**src/design/b2da_pkg.sv**
```systemverilog
`timescale 1ns / 1ps
// Shared types and constants for the binary to decimal ASCII converter.
// Used by b2da_serializer and binary_to_decimal_ascii; no dependencies.
package b2da_pkg;

	localparam int DigitCount = 10;
	localparam int StageCount = DigitCount - 1;
	localparam int ValueWidth = 32;
	localparam int CharWidth  = 6;
	localparam int MultWidth  = 36;

	localparam logic [CharWidth-1:0] AsciiZero = 6'd48;
	localparam logic [3:0] MaxDigit = 4'd9;
	localparam logic [3:0] LastPos  = 4'(DigitCount - 1);

	typedef logic [3:0] digit_t;
	typedef digit_t [DigitCount-1:0] digit_vec_t;

	// One converted item handed from the digit pipeline to the serializer
	typedef struct packed {
		digit_vec_t digits;
		logic       keep_zeros;
	} conv_item_t;

	// Powers of ten, one per pipeline stage, most significant first
	localparam logic [ValueWidth-1:0] PowTen [StageCount] = '{
		32'd1000000000, 32'd100000000, 32'd10000000, 32'd1000000,
		32'd100000, 32'd10000, 32'd1000, 32'd100, 32'd10
	};

endpackage

```
**src/design/binary_to_decimal_ascii.sv**
```systemverilog
`timescale 1ns / 1ps
// Top level: nine-stage digit extraction pipeline followed by the character serializer.
// Depends on b2da_pkg and b2da_serializer.
// With the serializer free, the first character becomes valid once the item has passed
// through all stage registers and has been loaded into the serializer.
// Each item holds the single output character port for one transfer per character emitted
// (1 to 10), while the nine stages take in the next items meanwhile.
// Reset (arst_n low) clears all stage valid bits and the serializer; no item survives.
module binary_to_decimal_ascii (
	input  logic                            clk,
	input  logic                            arst_n,
	input  logic                            item_valid,
	output logic                            item_stall,
	input  logic [b2da_pkg::ValueWidth-1:0] value,
	input  logic                            keep_zeros,
	output logic                            char_valid,
	input  logic                            char_stall,
	output logic [b2da_pkg::CharWidth-1:0]  digit_char,
	output logic                            last_digit
);
	import b2da_pkg::*;

	// Stage inputs: index 0 is the port side, index g is register stage g
	logic                  st_valid [StageCount];
	logic [ValueWidth-1:0] st_rest  [StageCount];
	digit_vec_t            st_dig   [StageCount];
	logic                  st_keep  [StageCount];

	// Pipeline registers after each stage
	logic                  pipe_valid_s [1:StageCount];
	logic [ValueWidth-1:0] pipe_rest_s  [1:StageCount];
	digit_vec_t            pipe_dig_s   [1:StageCount];
	logic                  pipe_keep_s  [1:StageCount];

	// ready[g]: stage register g+1 can take what stage g offers
	logic       ready [StageCount+1];
	logic       load_ready;
	conv_item_t load_item;

	assign st_valid[0] = item_valid;
	assign st_rest[0]  = value;
	assign st_dig[0]   = '0;
	assign st_keep[0]  = keep_zeros;
	assign item_stall  = ~ready[0];

	assign ready[StageCount] = load_ready;

	for (genvar g = 0; g < StageCount; g++) begin : g_stage
		logic [MultWidth-1:0]  mult [DigitCount];
		logic [3:0]            cnt;
		logic [ValueWidth-1:0] rest_next;
		digit_vec_t            dig_next;

		if (g > 0) begin : g_link
			assign st_valid[g] = pipe_valid_s[g];
			assign st_rest[g]  = pipe_rest_s[g];
			assign st_dig[g]   = pipe_dig_s[g];
			assign st_keep[g]  = pipe_keep_s[g];
		end

		assign ready[g] = ~pipe_valid_s[g+1] | ready[g+1];

		// Count how many multiples of this power fit, then subtract the largest
		always_comb begin
			for (int k = 0; k < DigitCount; k++)
				mult[k] = MultWidth'(k) * MultWidth'(PowTen[g]);
			cnt = 4'd0;
			for (int k = 1; k < DigitCount; k++)
				cnt = cnt + 4'({{(MultWidth-ValueWidth){1'b0}}, st_rest[g]} >= mult[k]);
			rest_next = st_rest[g] - mult[cnt][ValueWidth-1:0];
			dig_next = st_dig[g];
			dig_next[g] = cnt;
		end

		always_ff @(posedge clk or negedge arst_n) begin
			if (!arst_n)
				pipe_valid_s[g+1] <= 1'b0;
			else if (ready[g])
				pipe_valid_s[g+1] <= st_valid[g];
		end

		always_ff @(posedge clk) begin
			if (ready[g] && st_valid[g]) begin
				pipe_rest_s[g+1] <= rest_next;
				pipe_dig_s[g+1]  <= dig_next;
				pipe_keep_s[g+1] <= st_keep[g];
			end
		end
	end

	// The remainder after the tens stage is the units digit
	always_comb begin
		load_item.digits = pipe_dig_s[StageCount];
		load_item.digits[DigitCount-1] = pipe_rest_s[StageCount][3:0];
		load_item.keep_zeros = pipe_keep_s[StageCount];
	end

	b2da_serializer u_serializer (
		.clk        (clk),
		.arst_n     (arst_n),
		.load_valid (pipe_valid_s[StageCount]),
		.load_item  (load_item),
		.load_ready (load_ready),
		.char_valid (char_valid),
		.char_stall (char_stall),
		.digit_char (digit_char),
		.last_digit (last_digit)
	);

	a_units_small: assert property (@(posedge clk) disable iff (!arst_n)
		pipe_valid_s[StageCount] |-> pipe_rest_s[StageCount] < 32'd10)
		else $error("remainder after tens stage not below ten");

	a_tail_hold: assert property (@(posedge clk) disable iff (!arst_n)
		(pipe_valid_s[StageCount] && !load_ready) |=>
			(pipe_valid_s[StageCount] && $stable(pipe_rest_s[StageCount])))
		else $error("last stage changed while waiting for serializer");

	a_lead_digit: assert property (@(posedge clk) disable iff (!arst_n)
		pipe_valid_s[1] |-> pipe_dig_s[1][0] <= 4'd4)
		else $error("leading digit above four");

endmodule

```
**src/design/b2da_serializer.sv**
```systemverilog
`timescale 1ns / 1ps
// Output side: holds one converted item and sends its characters one per transfer.
// Depends on b2da_pkg.
module b2da_serializer (
	input  logic                         clk,
	input  logic                         arst_n,
	input  logic                         load_valid,
	input  b2da_pkg::conv_item_t         load_item,
	output logic                         load_ready,
	output logic                         char_valid,
	input  logic                         char_stall,
	output logic [b2da_pkg::CharWidth-1:0] digit_char,
	output logic                         last_digit
);
	import b2da_pkg::*;

	logic       busy_q;
	logic [3:0] pos_q;
	digit_vec_t dig_q;
	logic [3:0] start_pos;
	logic       xfer;
	logic       load;

	assign xfer       = busy_q & ~char_stall;
	assign load_ready = ~busy_q | (xfer & last_digit);
	assign load       = load_valid & load_ready;

	// Skip leading zeros unless they are kept; the units digit always goes out
	always_comb begin
		start_pos = LastPos;
		for (int i = StageCount - 1; i >= 0; i--) begin
			if (load_item.digits[i] != 4'd0)
				start_pos = 4'(i);
		end
		if (load_item.keep_zeros)
			start_pos = 4'd0;
	end

	always_ff @(posedge clk or negedge arst_n) begin
		if (!arst_n) begin
			busy_q <= 1'b0;
			pos_q  <= 4'd0;
		end else if (load) begin
			busy_q <= 1'b1;
			pos_q  <= start_pos;
		end else if (xfer) begin
			if (last_digit)
				busy_q <= 1'b0;
			else
				pos_q <= pos_q + 4'd1;
		end
	end

	always_ff @(posedge clk) begin
		if (load)
			dig_q <= load_item.digits;
	end

	assign char_valid = busy_q;
	assign digit_char = AsciiZero + {2'b00, dig_q[pos_q]};
	assign last_digit = (pos_q == LastPos);

	a_pos_range: assert property (@(posedge clk) disable iff (!arst_n)
		busy_q |-> pos_q <= LastPos)
		else $error("character position out of range");

	a_digit_range: assert property (@(posedge clk) disable iff (!arst_n)
		busy_q |-> dig_q[pos_q] <= MaxDigit)
		else $error("decimal digit above nine");

	a_advance: assert property (@(posedge clk) disable iff (!arst_n)
		(xfer && !last_digit) |=> (busy_q && pos_q == $past(pos_q) + 4'd1))
		else $error("position did not advance after transfer");

	a_hold: assert property (@(posedge clk) disable iff (!arst_n)
		(busy_q && char_stall) |=> (busy_q && $stable(pos_q)))
		else $error("stalled character changed");

endmodule

```
**config.mk**
```make
export PLATFORM = sky130hd
export DESIGN_NAME = binary_to_decimal_ascii
export DESIGN_NICKNAME = d
export VERILOG_FILES = /design/src/design/b2da_pkg.sv /design/src/design/binary_to_decimal_ascii.sv /design/src/design/b2da_serializer.sv
export SDC_FILE = /design/constraint.sdc
export NUM_CORES = 1
export LEC_CHECK = 0
export ABC_AREA = 1
export BUFFER_PORTS_ARGS = -buffer_cell sky130_fd_sc_hd__buf_2
export CAP_MARGIN = 20
export CORE_MARGIN = 2
export CORE_UTILIZATION = 25
export CTS_BUF_LIST = sky130_fd_sc_hd__clkbuf_4 sky130_fd_sc_hd__clkbuf_8
export DETAILED_ROUTE_END_ITERATION = 8
export GPL_ROUTABILITY_DRIVEN = 0
export HOLD_SLACK_MARGIN = 0.06
export PLACE_DENSITY = 0.44
export SETUP_SLACK_MARGIN = 0.1
export SLEW_MARGIN = 10
export SYNTH_ARGS = -nofsm -noshare
export SYNTH_HDL_FRONTEND = slang
export SYNTH_SLANG_ARGS = --single-unit
```
**constraint.sdc**
```tcl
create_clock -name clk -period 14.15 [get_ports clk]
set_input_delay 2.1225 -clock clk [delete_from_list [all_inputs] [get_ports clk]]
set_output_delay 2.1225 -clock clk [all_outputs]
set_load 0.01 [all_outputs]
```
After elaboration in Yosys (flattened, before gate mapping):

Memory sizes are Yosys's and may differ from the RTL's. A register that Yosys moved wholly into a read port is not among the register bits.
Cells that the tools add are included.

* $add $sub $neg: 78
* magnitude comparators: 86
* equal/unequal tests: 2
* mux-type cells: 54
* bitwise gates (word level): 34
* reduce and logical (&&, ||, !) cells: 22

Operator list (number)
* two-way mux 32 bit: 18
* subtractor 32 bit: 9
* adder 4 x 1 -> 4 bit: 40
* >= comparator 32 x 10 -> 1 bit, second input constant: 5
* >= comparator 32 x 20 -> 1 bit, second input constant: 5
* >= comparator 32 x 30 -> 1 bit, second input constant: 5
* >= comparator 32 x 13 -> 1 bit, second input constant: 4
* >= comparator 32 x 17 -> 1 bit, second input constant: 4
* >= comparator 32 x 23 -> 1 bit, second input constant: 4
* >= comparator 32 x 27 -> 1 bit, second input constant: 4
* >= comparator 32 x 7 -> 1 bit, second input constant: 4
* >= comparator 32 x 16 -> 1 bit, second input constant: 3
* >= comparator 32 x 19 -> 1 bit, second input constant: 3
* >= comparator 32 x 26 -> 1 bit, second input constant: 3
* >= comparator 32 x 29 -> 1 bit, second input constant: 3
* >= comparator 32 x 6 -> 1 bit, second input constant: 3
* >= comparator 32 x 9 -> 1 bit, second input constant: 3
* >= comparator 32 x 12 -> 1 bit, second input constant: 2
* >= comparator 32 x 14 -> 1 bit, second input constant: 2
* >= comparator 32 x 15 -> 1 bit, second input constant: 2
* >= comparator 32 x 22 -> 1 bit, second input constant: 2
* >= comparator 32 x 24 -> 1 bit, second input constant: 2
* >= comparator 32 x 25 -> 1 bit, second input constant: 2
* >= comparator 32 bit, second input constant: 2
* 28 further kinds: 142

* flip-flop bits (word level): 50
* RAM bits: 657
* bits in read-only memories: 5184
* input port bits: 37
* word-level logic and storage cells: 308
* memories kept: 12

Memories
* (no name shown): words 16, bits a word 36, read ports 1, clocked after memory_dff 0, wr ports 0, line binary_to_decimal_ascii.sv:70 `rest_next = st_rest[g] - mult[cnt][ValueWidth-1:0];`
* (no name shown): words 16, bits a word 36, read ports 1, clocked after memory_dff 0, wr ports 0, line binary_to_decimal_ascii.sv:70
* (no name shown): words 16, bits a word 36, read ports 1, clocked after memory_dff 0, wr ports 0, line binary_to_decimal_ascii.sv:70
* (no name shown): words 16, bits a word 36, read ports 1, clocked after memory_dff 0, wr ports 0, line binary_to_decimal_ascii.sv:70
* (no name shown): words 16, bits a word 36, read ports 1, clocked after memory_dff 0, wr ports 0, line binary_to_decimal_ascii.sv:70
* (no name shown): words 16, bits a word 36, read ports 1, clocked after memory_dff 0, wr ports 0, line binary_to_decimal_ascii.sv:70
* +6 memories

Depth between registers and ports, before layout:

Gate-level depths: netlist of the first run.

* word-level depth: 16
* gate-level depth with buffers: 37
* mapped depth without buffers: 37

By module:

Synthesis of the first run repeated with hierarchy kept, for this count alone.

* cells, all modules: 4284
* area, all modules: 33967.6 sq um

Modules (own cells, without submodules)
* binary_to_decimal_ascii: times used 1, cells each 4081, area each 31838.0 sq um, seq. area each 13437.9 sq um
* b2da_serializer: times used 1, cells each 203, area each 2129.5 sq um, seq. area each 1326.3 sq um

Worst setup path before layout of the first run:

No wires, ideal clock.

* kind: reg2reg
* from: memory pipe_rest_s[4][21]
* to: memory pipe_rest_s[5][29] (data pin)
* library setup time: 258 ps
* data arrival time: 5989 ps
* data required time: 13892 ps
* slack: 7903 ps
* stages on the path, launching flop included: 30
* path buffers: 0
* clock period less this slack: 6247 ps
* cells stage by stage: edfxtp_1 -> nor2_2 -> inv_1 -> nor2_2 -> inv_1 -> nor2_2 -> inv_1 -> nor2_2 -> nand2_1 -> a211oi_1 -> fa_1 -> fa_1 -> inv_1 -> fa_1 -> inv_1 -> fa_1 -> fa_1 -> inv_1 -> ha_1 -> inv_1 -> nor2_1 -> a211oi_1 -> ha_1 -> a21oi_1 -> o21ai_0 -> nor2_1 -> o21ai_0 -> nand3_1 -> nand3_1 -> xor2_1

RTL lines
* start, declared: line binary_to_decimal_ascii.sv:31 `logic [ValueWidth-1:0] pipe_rest_s [1:StageCount];`

==> results of run 1 <==
-- sequential cells by signal (all words and copies together) (netlist names) --
register	flops
pipe_rest_s	260
u_serializer.pos_q	4
pipe_keep_s	9
pipe_valid_s	9
u_serializer.dig_q	39
u_serializer.char_valid	1
pipe_dig_s	171
-- kinds of logic (layout without fill, tap and decap cells) --
| logic type | Yosys count | after routing | share of synthesized area (%) |
|---|---|---|---|
| AO/OA/AOI/OAI | 567 | 567 | 10.6 |
| XOR/XNOR | 179 | 179 | 5.01 |
| adder cells (fa/ha/maj) | 228 | 228 | 10.3 |
| buffers and inverters | 526 | 721 | 6.40 |
| flip-flops | 493 | 493 | 47.1 |
| multiplexers | 3 | 3 | 0.0999 |
| other | 1 | 5 | 0.0120 |
| AND/OR/NAND/NOR | 1452 | 1452 | 20.5 |
-- placed cells by master, fill, tap and decap left out, types with 17 or more instances in the layout --
cell type and instances:
nand2_1 563, clkbuf_8 90, nand4_1 62, inv_1 493, clkbuf_4 35, nor4_1 35, clkinv_1 17, edfxtp_1 479
xor2_1 103, a21oi_1 192, buf_2 43, fa_1 51, nor3_1 75, ha_1 177, nand3b_1 32, a31oi_1 43
o21ai_0 170, o211ai_1 22, xnor2_1 76, nand3_1 169, nor2_1 438
-- cell type report --
type	count	area, µm²	share of cell area, %
clock inverter	36	317	0.894
antenna	3	7.51	0.0212
timing repair buffer	53	290	0.820
clock buffer	125	1500	4.24
sequential	493	14700	41.6
tap	1637	2050	5.78
multi-input combinational	2431	14600	41.3
inverter	507	1910	5.38
-- metal layers --
metal	GRT usage, %	up-vias
li1	-	12119
met1	17.2	11195
met2	20.7	471
met3	2.10	139
met4	3.85	2
met5	0	-
-- worst max-delay path, cell delays in order (launching register included) --
cell and delay (ns):
edfxtp_1 0.46, nor2_1 0.22, nand3_1 0.22, nor2_1 0.22, inv_1 0.08, nor2_1 0.12, o21ai_0 0.10, a21oi_1 0.16
fa_1 0.46, fa_1 0.54, inv_1 0.05, fa_1 0.52, inv_1 0.05, fa_1 0.46, fa_1 0.62, inv_1 0.13
ha_1 0.19, inv_1 0.06, o21ai_0 0.07, o21ai_0 0.41, ha_1 0.38, inv_1 0.11, o21ai_0 0.13, a31oi_1 0.26
o21bai_1 0.16, nand2_1 0.08, nand3_1 0.08, xnor2_1 0.34
-- cell usage after synthesis, types with 7 or more instances --
cell	n	area [µm²]
a211oi_1	13	97.6
a21o_1	14	105
a21oi_1	193	966
a31oi_1	43	269
clkbuf_1	9	33.8
dfrtp_1	14	350
edfxtp_1	479	14400
fa_1	51	1020
ha_1	177	2210
inv_1	496	1860
nand2_1	563	2110
nand2_2	15	93.8
nand3_1	169	846
nand3b_1	32	240
nand4_1	62	388
nor2_1	441	1660
nor2_2	12	75.1
nor3_1	75	375
nor4_1	35	219
o211ai_1	22	165
o21a_1	8	60.1
o21ai_0	170	851
o21ai_1	14	70.1
o21ai_2	8	70.1
o21bai_1	12	90.1
o221ai_1	8	70.1
o311ai_0	7	61.3
o31ai_1	10	75.1
or2_2	16	100
xnor2_1	76	666
xor2_1	103	902
-- worst max path at each step --
stage	startpoint	endpoint	slack, ns	cells past startpoint
after floorplan	pipe_rest_s[4][21]$_DFFE_PP_	pipe_rest_s[5][29]$_DFFE_PP_	7.90	29
after global placement	value[19]	pipe_rest_s[1][30]$_DFFE_PP_	7.21	26
after detailed placement	value[19]	pipe_rest_s[1][30]$_DFFE_PP_	7.25	26
after CTS	pipe_rest_s[2][28]$_DFFE_PP_	pipe_rest_s[3][29]$_DFFE_PP_	7.30	25
after global routing	pipe_rest_s[4][25]$_DFFE_PP_	pipe_rest_s[5][28]$_DFFE_PP_	6.67	31
final	pipe_rest_s[2][28]$_DFFE_PP_	pipe_rest_s[3][29]$_DFFE_PP_	7.25	27
-- per-stage QoR --
| stage | setup slack, ns | utilization [%] |
|---|---|---|
| 2_1_floorplan | 7.90 | - |
| 3_3_place_gp | 7.21 | 27.1 |
| 3_5_place_dp | 7.25 | 27.1 |
| 4_1_cts | 7.30 | 28.6 |
| 5_1_grt | 6.67 | 28.6 |
| 6_report | 7.25 | 28.6 |
==> metrics.csv, run 1 <==
stage,metric,value,unit
status,status,"complete, no violations",
routing,Iter 0 DRT Violations,1466,
synthesis,synth warn,0,
timing,Final setup viols,0,
synthesis,synthesized area,0.0313,mm²
timing,Max Transition Viols Final,0,
timing,Final Hold Viols,0,
clock_tree,worst skew pair latency,0.73,ns
grt,GRT Residual Overflow,0,
timing,clock skew,0.0476,ns
clock_tree,Post-CTS Hold Fix Bufs,0,
synthesis,Syn Area/Cell,9.08,µm²
clock_tree,Num CTS Buffers,89,
routing,uppermost routed layer,met5,
grt,overall global routing resource usage,12.7,%
synthesis,Gate Count Post-Synth,3449,
routing,WL final,81200,µm
flow_run,number of max-cap violations,0,
grt,number of antenna violations at the first check in global routing,3,
routing,met3 WL post-DR,3140,µm
synthesis,Post-synth EDFFs,479,
timing,Slew headroom,38.2,%
grt,vias in the first global route,23654,
routing,Met2 Wirelength,37100,µm
grt,first-pass GRT wire length,130000,µm
worst_setup_path,R2R Path Start,pipe_rest_s[2][28]$_DFFE_PP_,
routing,DRT met1 WL,38700,µm
clock_tree,CTS Buffer Depth,3,
timing,fin crit period,6.90,ns
routing,DRT Pass-1 Iters,7,
routing,vias per std cell,4.53,
final_layout,final non-filler cell total,5285,
clock_tree,# clock sinks,493,
timing,RSZ-0062 raised after global routing,no,
worst_setup_path,RR Endpoint,pipe_rest_s[3][29]$_DFFE_PP_,
timing,total negative slack,0,ns
clock_tree,"CTS clk-pin slew, worst paths",0.06,ns
floorplanning,Initial Utilization,25.3,%
worst_setup_path,critical path class,register to register,
final_layout,nets,3840,
placement,Placed Area,0.0336,mm²
worst_setup_path,"Data arrival, critical path",7.37,ns
worst_setup_path,CP startpoint kind,register,
placement,dpl cells,5121,
placement,Detail Placement HPWL,63700,µm
worst_setup_path,cells on worst reg2reg path,27,
floorplanning,die area,0.128,mm²
clock_tree,post-cts resize count,0,
clock_tree,clock root cell,clkbuf_8,
synthesis,sequential area share after synthesis,47.1,%
hold_path,WHS Endpoint,pipe_dig_s[0][252]$_DFFE_PP_,
placement,PortBufs,43,
final_layout,synth-to-layout area growth,13.1,%
worst_setup_path,reg2reg setup slack,7.25,ns
timing,Worst Tran Pin Value,0.918,ns
timing,Fin Hold WS,0.392,ns
synthesis,Synth Flop Type,edfxtp_1,
floorplanning,Die Ht,358,µm
synthesis,Synth Register Bits,493,
hold_path,worst hold stages,0,
floorplanning,Core ar.,0.124,mm²
synthesis,Synth cell types,71,
hold_path,Hold Path Origin,pipe_dig_s[0][212]$_DFFE_PP_,
synthesis,Async SR Flop Fraction,2.84,%
final_layout,layout cells sized above 1,8.07,%
worst_setup_path,CP Data Required Time,14.61,ns
worst_setup_path,Critical Path End Type,register,
clock_tree,H-tree levels,3,
final_layout,Final Cell Area,0.0354,mm²
clock_tree,# Post-CTS Setup Buffers,0,
routing,Final ANT Viol Nets,0,
routing,DRC Markers,0,
worst_setup_path,Crit Path Max Fanout,5,
floorplanning,# rows,129,
hold_path,min-delay worst type,register to register,
clock_tree,CTS tree,built,
floorplanning,die width,358,µm
timing,final period utilization,48.8,%
floorplanning,I/O pin total,46,
timing,f_max,0.145,GHz
final_layout,filler instances,13221,
routing,Via Count,23926,
grt,largest net degree at the start of global routing,65,
routing,WL per Instance,15.4,µm
Power of run 1 is not shown: default switching activity piles up to over one toggle a cycle in this logic, so the estimate is an artifact.
==> run 2: changes to the inputs <==
==> constraint.sdc (replaced) <==
create_clock -name clk -period 6.6 [get_ports clk]
set_input_delay 0.99 -clock clk [delete_from_list [all_inputs] [get_ports clk]]
set_output_delay 0.99 -clock clk [all_outputs]
set_load 0.01 [all_outputs]
==> metrics.csv, run 2 (same netlist as run 1, synthesis figures left out) <==
stage,metric,value,unit,change
status,status,"complete, but fails checks",,
status,failing checks,DRC,,
final_layout,Top reg by flops,pipe_rest_s,,
timing,Worst Tran Pin Value,0.905,ns,-0.0131 ns
timing,final period utilization,94.7,%,+46 points
grt,first-pass GRT wire length,132000,µm,+1.8%
floorplanning,Core ar.,0.124,mm²,unchanged
floorplanning,Die Ht,358,µm,unchanged
worst_setup_path,critical path class,register to register,,
worst_setup_path,CP max stage cell,fa_1,,
worst_setup_path,CP Data Required Time,7.12,ns,-7.49 ns
final_layout,Register Area,0.0147,mm²,unchanged
clock_tree,Post-CTS Hold Fix Bufs,0,,unchanged
floorplanning,Initial Utilization,25.3,%,unchanged
final_layout,"commonest non-fill, non-tap cell in the layout",nand2_1,,
routing,Iter 0 DRT Violations,1498,,+2.2%
routing,Final ANT Viol Nets,0,,unchanged
placement,Detail Placement HPWL,65600,µm,+3.0%
final_layout,final non-filler cell total,5599,,+5.9%
timing,Final setup viols,0,,unchanged
clock_tree,clock root cell,clkbuf_8,,
final_layout,layout cells sized above 1,18.9,%,+11 points
clock_tree,# clock sinks,493,,unchanged
grt,overall global routing resource usage,12.9,%,+0.18 points
routing,Via Count,25097,,+4.9%
clock_tree,Num CTS Buffers,92,,+3.4%
worst_setup_path,"Data arrival, critical path",6.77,ns,-0.60 ns
routing,DRC Markers,2,,+2
clock_tree,"CTS clk-pin slew, worst paths",0.07,ns,about the same
floorplanning,# rows,129,,unchanged
floorplanning,die width,358,µm,unchanged
routing,WL per Instance,15.1,µm,-1.8%
flow_run,number of max-cap violations,0,,unchanged
timing,clock skew,0.0444,ns,-0.00326 ns
routing,vias per std cell,4.48,,-0.99%
timing,Max Transition Viols Final,0,,unchanged
grt,GRT Residual Overflow,0,,unchanged
hold_path,min-delay worst type,primary input to async pin,,
grt,vias in the first global route,24285,,+2.7%
final_layout,Multi-input gate area,0.0153,mm²,+4.9%
routing,DRT Pass-1 Iters,7,,unchanged
worst_setup_path,Critical Path End Type,register,,
final_layout,filler instances,12981,,-1.8%
final_layout,Regs by FF count,"pipe_rest_s: 260 flops, pipe_dig_s: 171 flops, u_serializer.dig_q: 39 flops",,
clock_tree,H-tree levels,3,,unchanged
worst_setup_path,Crit Path Max Fanout,4,,-1
timing,fin crit period,6.25,ns,-0.655 ns
routing,WL final,84600,µm,+4.1%
grt,largest net degree at the start of global routing,65,,unchanged
worst_setup_path,"slowest stage delay, CP",0.54,ns,-0.08 ns
final_layout,nets,4148,,+8.0%
final_layout,max reg flops,260,,unchanged
timing,RSZ-0062 raised after global routing,yes,,
timing,Slew headroom,39.7,%,+1.5 points
final_layout,most frequent cells in the layout,"nand2_1 (547), inv_1 (481), edfxtp_1 (479)",,
clock_tree,worst skew pair latency,0.71,ns,-0.02 ns
placement,dpl cells,5363,,+4.7%
floorplanning,I/O pin total,46,,unchanged
grt,number of antenna violations at the first check in global routing,3,,unchanged
floorplanning,die area,0.128,mm²,unchanged
final_layout,synth-to-layout area growth,23.2,%,
timing,Fin Hold WS,0.188,ns,-0.203 ns
timing,f_max,0.160,GHz,+10%
clock_tree,CTS tree,built,,
worst_setup_path,CP startpoint kind,register,,
timing,Final Hold Viols,0,,unchanged
placement,PortBufs,43,,unchanged
clock_tree,CTS Buffer Depth,3,,unchanged
run 2: changes by cell type in the layout (fill, tap and decap cells not counted), sizes merged:
| cell | change |
|---|---|
| clkbuf | -11 |
| buf | +305 |
| inv | -2 |
| clkinv | +15 |
| clkinvlp | +2 |
| bufinv | +5 |
run 2: path summary, 6_finish.rpt:
path	from	to	slack [ns]	cells after the start
min reg2reg	pipe_dig_s[0][295]$_DFFE_PP_	pipe_dig_s[0][335]$_DFFE_PP_	0.41	0
max in group asynchronous	arst_n	u_serializer.pos_q[0]$_DFFE_PN0P_	6.15	1
min	arst_n	u_serializer.pos_q[3]$_DFFE_PN0P_	0.19	1
min in group clk	pipe_dig_s[0][295]$_DFFE_PP_	pipe_dig_s[0][335]$_DFFE_PP_	0.41	0
max	pipe_rest_s[7][21]$_DFFE_PP_	pipe_rest_s[8][25]$_DFFE_PP_	0.35	31
max reg2reg	pipe_rest_s[7][21]$_DFFE_PP_	pipe_rest_s[8][25]$_DFFE_PP_	0.35	31
run 2: layer usage:
metal  global-route usage, %  share of wire (%)  vias up
li1                        -                  -    12739
met1                    17.6                 48    11768
met2                    21.2                 46      455
met3                    1.93                3.3      133
met4                    3.18                2.2        2
met5                       0              0.015        -
run 2: metrics by stage:
stage	instance area (µm²)	TNS (ns)	worst slack (ns)	util (%)
after CTS	37500	0	0.0594	30.2
final	38600	0	0.351	31.1
after floorplan	31300	0	0.353	-
after global routing	38600	-0.0104	-0.00616	31.1
after detailed placement	35400	-0.689	-0.158	28.6
after global placement	35400	-0.0530	-0.0390	28.6
run 2: final cells by class:
class,count,share of cell area (%)
multi-input combinational,2431,39.7
timing repair buffer,358,6.69
antenna,3,0.0195
clock buffer,114,3.73
tap,1637,5.31
sequential,493,38.2
inverter,507,4.94
clock inverter,56,1.37
run 2: what timing repair did:
action | in CTS | in global routing
resized for setup | 17 | 186
setup endpoints to repair | 41 | 137
pin swaps | 4 | 78
buffers inserted | 6 | 57
run 2: critical path, delay by kind of cell, from the launching register on:
kind / cells / cell delay, ns
XOR/XNOR: 1 / 0.22
adder cells (fa/ha/maj): 6 / 2.66
flip-flops: 1 / 0.43
AO/OA/AOI/OAI: 4 / 0.47
buffers and inverters: 7 / 0.63
AND/OR/NAND/NOR: 13 / 1.67
Power of run 2 is left out for the same reason.
